## src/sv/wimm_pkg.sv

```systemverilog
// Shared types and constants for the weighted image match merit block.
`timescale 1ns / 1ps
`default_nettype none
package wimm_pkg;

    localparam int unsigned ACC_W      = 56;
    localparam int unsigned PROD_W     = 2 * ACC_W;
    localparam int unsigned RATIO_FRAC = 18;
    localparam int unsigned Q_W        = RATIO_FRAC + 1;
    localparam int unsigned NUM_PLANES = 3;

    localparam logic [Q_W-1:0] RATIO_ONE  = Q_W'(1) << RATIO_FRAC;
    // 3 * 2^18 + 6: one minus the mean, with rounding bias, scaled by 12
    localparam logic [19:0]    MERIT_BIAS = 20'd786438;
    // ceil(2^19 / 3), exact divide by three for values below 2^19
    localparam logic [17:0]    RECIP3     = 18'd174763;
    localparam int unsigned    RECIP3_SHIFT = 19;

    typedef struct packed {
        logic           done;    // lane finished the current word
        logic           result;  // word closed a frame, q and degen valid
        logic           degen;   // zero denominator in this plane
        logic [Q_W-1:0] q;       // plane ratio, Q1.18
    } t_lane_stat;

endpackage
`default_nettype wire

```

## src/sv/wimm_merge.sv

```systemverilog
// Merges the three plane ratios into the merit value.
`timescale 1ns / 1ps
`default_nettype none
module wimm_merge (
    input  wire                              i_clk,
    input  wire                              i_rst_n,
    input  wire                              i_start,
    input  wimm_pkg::t_lane_stat [2:0]       i_stat,
    output logic [15:0]                      o_merit,
    output logic                             o_degen,
    output logic                             o_done
);
    import wimm_pkg::*;

    logic [17:0] r_y;
    logic        r_deg;
    logic        r_stage1;
    logic [35:0] r_prod;
    logic        r_done;
    logic [19:0] sum;
    logic [19:0] diff;
    logic [16:0] quot;

    always_comb begin
        sum  = 20'(i_stat[0].q) + 20'(i_stat[1].q) + 20'(i_stat[2].q);
        diff = MERIT_BIAS - sum;
        quot = r_prod[RECIP3_SHIFT +: 17];
    end

    always_ff @(posedge i_clk) begin
        if (!i_rst_n) begin
            r_stage1 <= 1'b0;
            r_done   <= 1'b0;
        end else begin
            r_stage1 <= i_start;
            r_done   <= r_stage1;
            if (i_start) begin
                // divide by 12: drop two bits, then divide by three
                r_y   <= diff[19:2];
                r_deg <= i_stat[0].degen | i_stat[1].degen | i_stat[2].degen;
            end
            if (r_stage1) r_prod <= r_y * RECIP3;
        end
    end

    assign o_merit = quot[16] ? 16'hFFFF : quot[15:0];
    assign o_degen = r_deg;
    assign o_done  = r_done;

endmodule
`default_nettype wire

```

## config.mk

```make
export PLATFORM = sky130hd
export DESIGN_NAME = wimm_merge
export DESIGN_NICKNAME = d
export VERILOG_FILES = /design/src/sv/wimm_pkg.sv /design/src/sv/wimm_merge.sv
export SDC_FILE = /design/constraint.sdc
export NUM_CORES = 1
export LEC_CHECK = 0
export CORE_MARGIN = 3
export CORE_UTILIZATION = 55
export DETAILED_ROUTE_END_ITERATION = 6
export DONT_BUFFER_PORTS = 1
export GPL_TIMING_DRIVEN = 0
export PLACE_DENSITY_LB_ADDON = 0.05
export RECOVER_POWER = 100
export SYNTH_ARGS = -nofsm -noshare
export SYNTH_HDL_FRONTEND = slang
export SYNTH_SLANG_ARGS = --single-unit
export TNS_END_PERCENT = 30
```

## constraint.sdc

```tcl
create_clock -name i_clk -period 13.7 [get_ports i_clk]
set_input_delay 2.055 -clock i_clk [delete_from_list [all_inputs] [get_ports i_clk]]
set_output_delay 2.055 -clock i_clk [all_outputs]
set_load 0.01 [all_outputs]
```

Word level (Yosys, flattened, before mapping)
Cells that the tools add are included.
Widths: inputs -> output; s select.
{"block": "op_classes", "add_sub_neg": 3, "mul": 1, "mux": 1, "bitwise": 2, "reduce_logical": 2}
{"operator": "$mul 18x18->36 const B", "count": 1}
{"operator": "$add 19x19->20", "count": 1}
{"operator": "$add 20x19->20", "count": 1}
{"operator": "$sub 20x20->20 const A", "count": 1}
{"operator": "$mux 16", "count": 1}
{"operator": "$reduce_and 2->1", "count": 2}
{"operator": "$or 1x1->1", "count": 2}
{"block": "totals", "reg_bits": 57}

Longest topological paths before layout
{"block": "logic_depth", "word_depth": 3, "mapped_depth": 19, "mapped_depth_nobuf": 19}

Worst setup path before layout
OpenSTA, ideal clock, no wires.
{"block": "synth_path", "path_type": "reg-to-reg", "startpoint": "register r_y[7]", "endpoint": "register r_prod[35] (data pin)", "setup_ns": 0.260, "t_arrival_ns": 4.990, "setup_slack_ns": 8.450, "stages_incl_launch_ff": 19, "n_path_buf": 0, "synth_period_minus_slack_ns": 5.250, "cell_sequence": "edfxtp_1 -> ha_1 -> fa_1 -> inv_1 -> fa_1 -> fa_1 -> inv_1 -> fa_1 -> inv_1 -> fa_1 -> inv_1 -> ha_1 -> and3_1 -> nand3_1 -> o221a_4 -> o21a_1 -> o221ai_2 -> mux2i_1 -> xnor2_1"}
{"block": "synth_via", "elab_chain_len": 1}
{"element": "start, declared", "line_no": "wimm_merge.sv:15", "text": "logic [17:0] r_y;"}
{"element": "start signal, assigned", "line_no": "wimm_merge.sv:39", "text": "r_y <= diff[19:2];"}
{"element": "$mul 18x18->36", "line_no": "wimm_merge.sv:42", "text": "if (r_stage1) r_prod <= r_y * RECIP3;"}
{"element": "end signal, assigned", "line_no": "wimm_merge.sv:42"}
{"element": "end, declared", "line_no": "wimm_merge.sv:18", "text": "logic [35:0] r_prod;"}
No other way between the ends.
A chain may end at the register's enable or synchronous reset.

Final worst setup path
{"block": "layout_path", "startpoint": "register r_y[1]", "endpoint": "register r_prod[29] (data pin)"}
Same word-level chain as after synthesis.

==> summary.md <==
| Metric | Value |
|---|---|
| Largest net degree at the start of global routing | 20 |
| Setup violations, final | 0 |
| Max_slew headroom | 17.84% |
| Period utilization | 44.72% |
| First-pass GRT wire length | 30270 um |
| Fmax | 163.2 MHz |
| Layout Area Growth over Synthesis | 4.399% |
| Sequential-to-total area share from yosys stat | 12.75% |
| Total gr overflow | 0 |
| # hold bufs at CTS | 0 |
| Max cap viols | 0 |
| Setup repair bufs after CTS | 0 |
| Clock-pin slew on the worst setup and hold paths | 0.07 ns |
| CTS root buffer | clkbuf_16 |
| Mean post-synth cell area | 9.854 um2 |
| Antenna-violating nets left | 0 |
| Ports | 87 |
| Post-layout min period | 6.127 ns |
| Critical path arrival | 6.18 ns |
| Fill count | 1394 |
| Syn Inst Count | 892 |
| Clk_skew | 0.01804 ns |
| Crit Path Class | reg2reg |
| Initial Util | 56.97% |
| Clock Path Buffers | 2 |
| Run status | finished, final reports clean |
| Slew @ Worst Pin | 1.232 ns |
| Hpwl dp | 15510 um |
| Setup TNS | 0 ns |
| CTS resizes | 0 |
| Gr usage total | 21.42% |
| Drt drc | 0 |
| Site Rows | 45 |
| CP endpoint kind | register |
| Port bufs | 0 |
| RSZ-0062 raised after global routing | no |
| Die Ht | 132.4 um |
| Vias in the first global route | 6347 |
| CTS tree | yes |
| Flops & latches, synth | 38 |
| CTS Buf Count | 5 |
| Crit start category | register |
| Die Area | 0.01753 mm2 |
| CTS Sinks | 38 |
| Ant. Diodes | 0 |
| Starting DRC count in detailed routing | 278 |
| Area occupied by registers | 0.001121 mm2 |
| Synth async-reset ratio | 0% |
| Via/cell ratio | 5.194 |
| Clock Latency Late Sink | 0.30 ns |
| Final WL | 17280 um |
| H-Tree Level Count | 2 |
| HP Class | reg2reg |
| Synth Cell Area | 0.008790 mm2 |
| Die Wd | 132.4 um |
| Routed vias | 5771 |
| Nets | 1289 |
| Initial antenna violation count | 0 |
| Placeable Area | 0.01543 mm2 |
| Final Hold Vio Count | 0 |
| Synth unique cells | 52 |
| Pins Over Slew Limit | 0 |
| Syn. warnings | 0 |
| Worst-path fanout max | 7 |
| Mean routed wirelength per cell | 15.55 um |
| 1st-pass router iterations | 4 |
| Post-Syn Nets | 1282 |
| Multi-input logic area | 0.006545 mm2 |
| Worst EP required | 13.76 ns |
| Most used DFF post-synth | edfxtp_1 |
| Fraction of layout cells with a size suffix above 1 | 3.000% |
| Post-synth EDFFs | 36 |
| RD Place Congestion | 0.9359 |
-- stage by stage --
stage / cell area, um2 / instances / util, % / setup WS [ns] / hold WS, ns
floorplan: 8790 / 892 / - / 8.450 / 0.4270
global placement: 9054 / 1103 / 58.69 / 7.593 / 0.4399
detailed placement: 9054 / 1103 / 58.69 / 7.579 / 0.4512
CTS: 9219 / 1111 / 59.76 / 7.558 / 0.4669
global route: 9176 / 1111 / 59.48 / 7.360 / 0.5258
finish: 9176 / 1111 / 59.48 / 7.573 / 0.4656
-- cell usage in the layout (no fill, tap or decap), types with 4 or more instances in the layout --
cell       synthesis  layout
ha_1             194     194
xnor2_1           23      23
and2_1             7       4
a211oi_1           3       4
inv_1            286     286
fa_1             127     127
o21a_1             5       5
a21o_1            20      20
nand3_1            9       9
a21oi_1           32      32
nand2b_1           5       5
nand2_1           18      18
o21ai_0           16      18
xor2_1            13      13
and3_1             7       7
nor3_1             4       4
nor2_1            21      21
edfxtp_1          36      36
or2_2             16      16
clkbuf_16          0       5
-- per-layer routing --
| layer | part of all wire, % | track usage, % | up-vias |
|---|---|---|---|
| met4 | 1.7 | 5.370 | 0 |
| met3 | 4.9 | 3.080 | 22 |
| met5 | 0 | 0 | - |
| met1 | 47 | 30.15 | 2801 |
| met2 | 47 | 35.17 | 114 |
| li1 | - | - | 2834 |
-- cells by family (layout without fill, tap and decap cells) --
family                   Yosys count  count (layout)  synth area share [%]
buffers and inverters            288             296                 12.30
XOR/XNOR                          36              36                 3.587
AND/OR/NAND/NOR                  100             100                 5.950
adder cells (fa/ha/maj)          321             321                 56.54
flip-flops                        38              38                 12.75
multiplexers                       1               1                0.1139
AO/OA/AOI/OAI                    108             108                 8.755
-- Yosys cell counts (all sizes together) (3+ instances only) --
cell type | instances | area [um2]
xnor2 | 23 | 201.4
nand3 | 9 | 45.04
o21ai | 18 | 93.84
o2111ai | 3 | 26.28
inv | 286 | 1074
o21bai | 3 | 22.52
o221ai | 3 | 38.79
nor3 | 4 | 20.02
nor2 | 21 | 78.83
or2 | 16 | 100.1
a211oi | 4 | 35.03
nand4 | 3 | 18.77
a21o | 20 | 150.1
and2 | 7 | 43.79
edfxtp | 36 | 1081
ha | 194 | 2427
fa | 127 | 2542
nand2 | 18 | 67.56
a21oi | 33 | 168.9
and3 | 7 | 43.79
a31oi | 3 | 18.77
nand2b | 5 | 31.28
xor2 | 13 | 113.9
o21a | 5 | 37.54
-- registers in the layout (all words and copies together), names as in the netlist --
name,cells
o_degen,1
o_done,1
r_prod,17
r_stage1,1
r_y,18
-- cell type report --
type / instances / share of cell area [%]
inverter: 286 / 11.70
buffer: 2 / 0.08181
multi-input combinational: 566 / 71.33
sequential: 38 / 12.22
clock buffer: 5 / 1.364
tap: 211 / 2.877
clock inverter: 3 / 0.4363
-- worst paths after layout --
path	from	end	slack, ns	cells after the start
min	r_stage1$_SDFF_PN0_	o_done$_SDFF_PN0_	0.47	1
min reg2reg	r_stage1$_SDFF_PN0_	o_done$_SDFF_PN0_	0.47	1
max	r_y[1]$_DFFE_PP_	r_prod[29]$_DFFE_PP_	7.57	18
max reg2reg	r_y[1]$_DFFE_PP_	r_prod[29]$_DFFE_PP_	7.57	18
-- critical path: stages (launching register included) --
cell and delay [ns]:
edfxtp_1 0.53, ha_1 0.44, xor2_1 0.35, ha_1 0.23, a21oi_1 0.06, fa_1 0.57
inv_1 0.07, fa_1 0.45, fa_1 0.49, inv_1 0.05, fa_1 0.47, inv_1 0.04
ha_1 0.36, nand3_1 0.17, nor2_1 0.43, o2111ai_1 0.23, o21ai_0 0.45, nand3_1 0.22
a211o_1 0.30
Power is left out: the tool's default activity adds up to more than one toggle a clock period on the data nets, which glitch-free logic cannot reach.
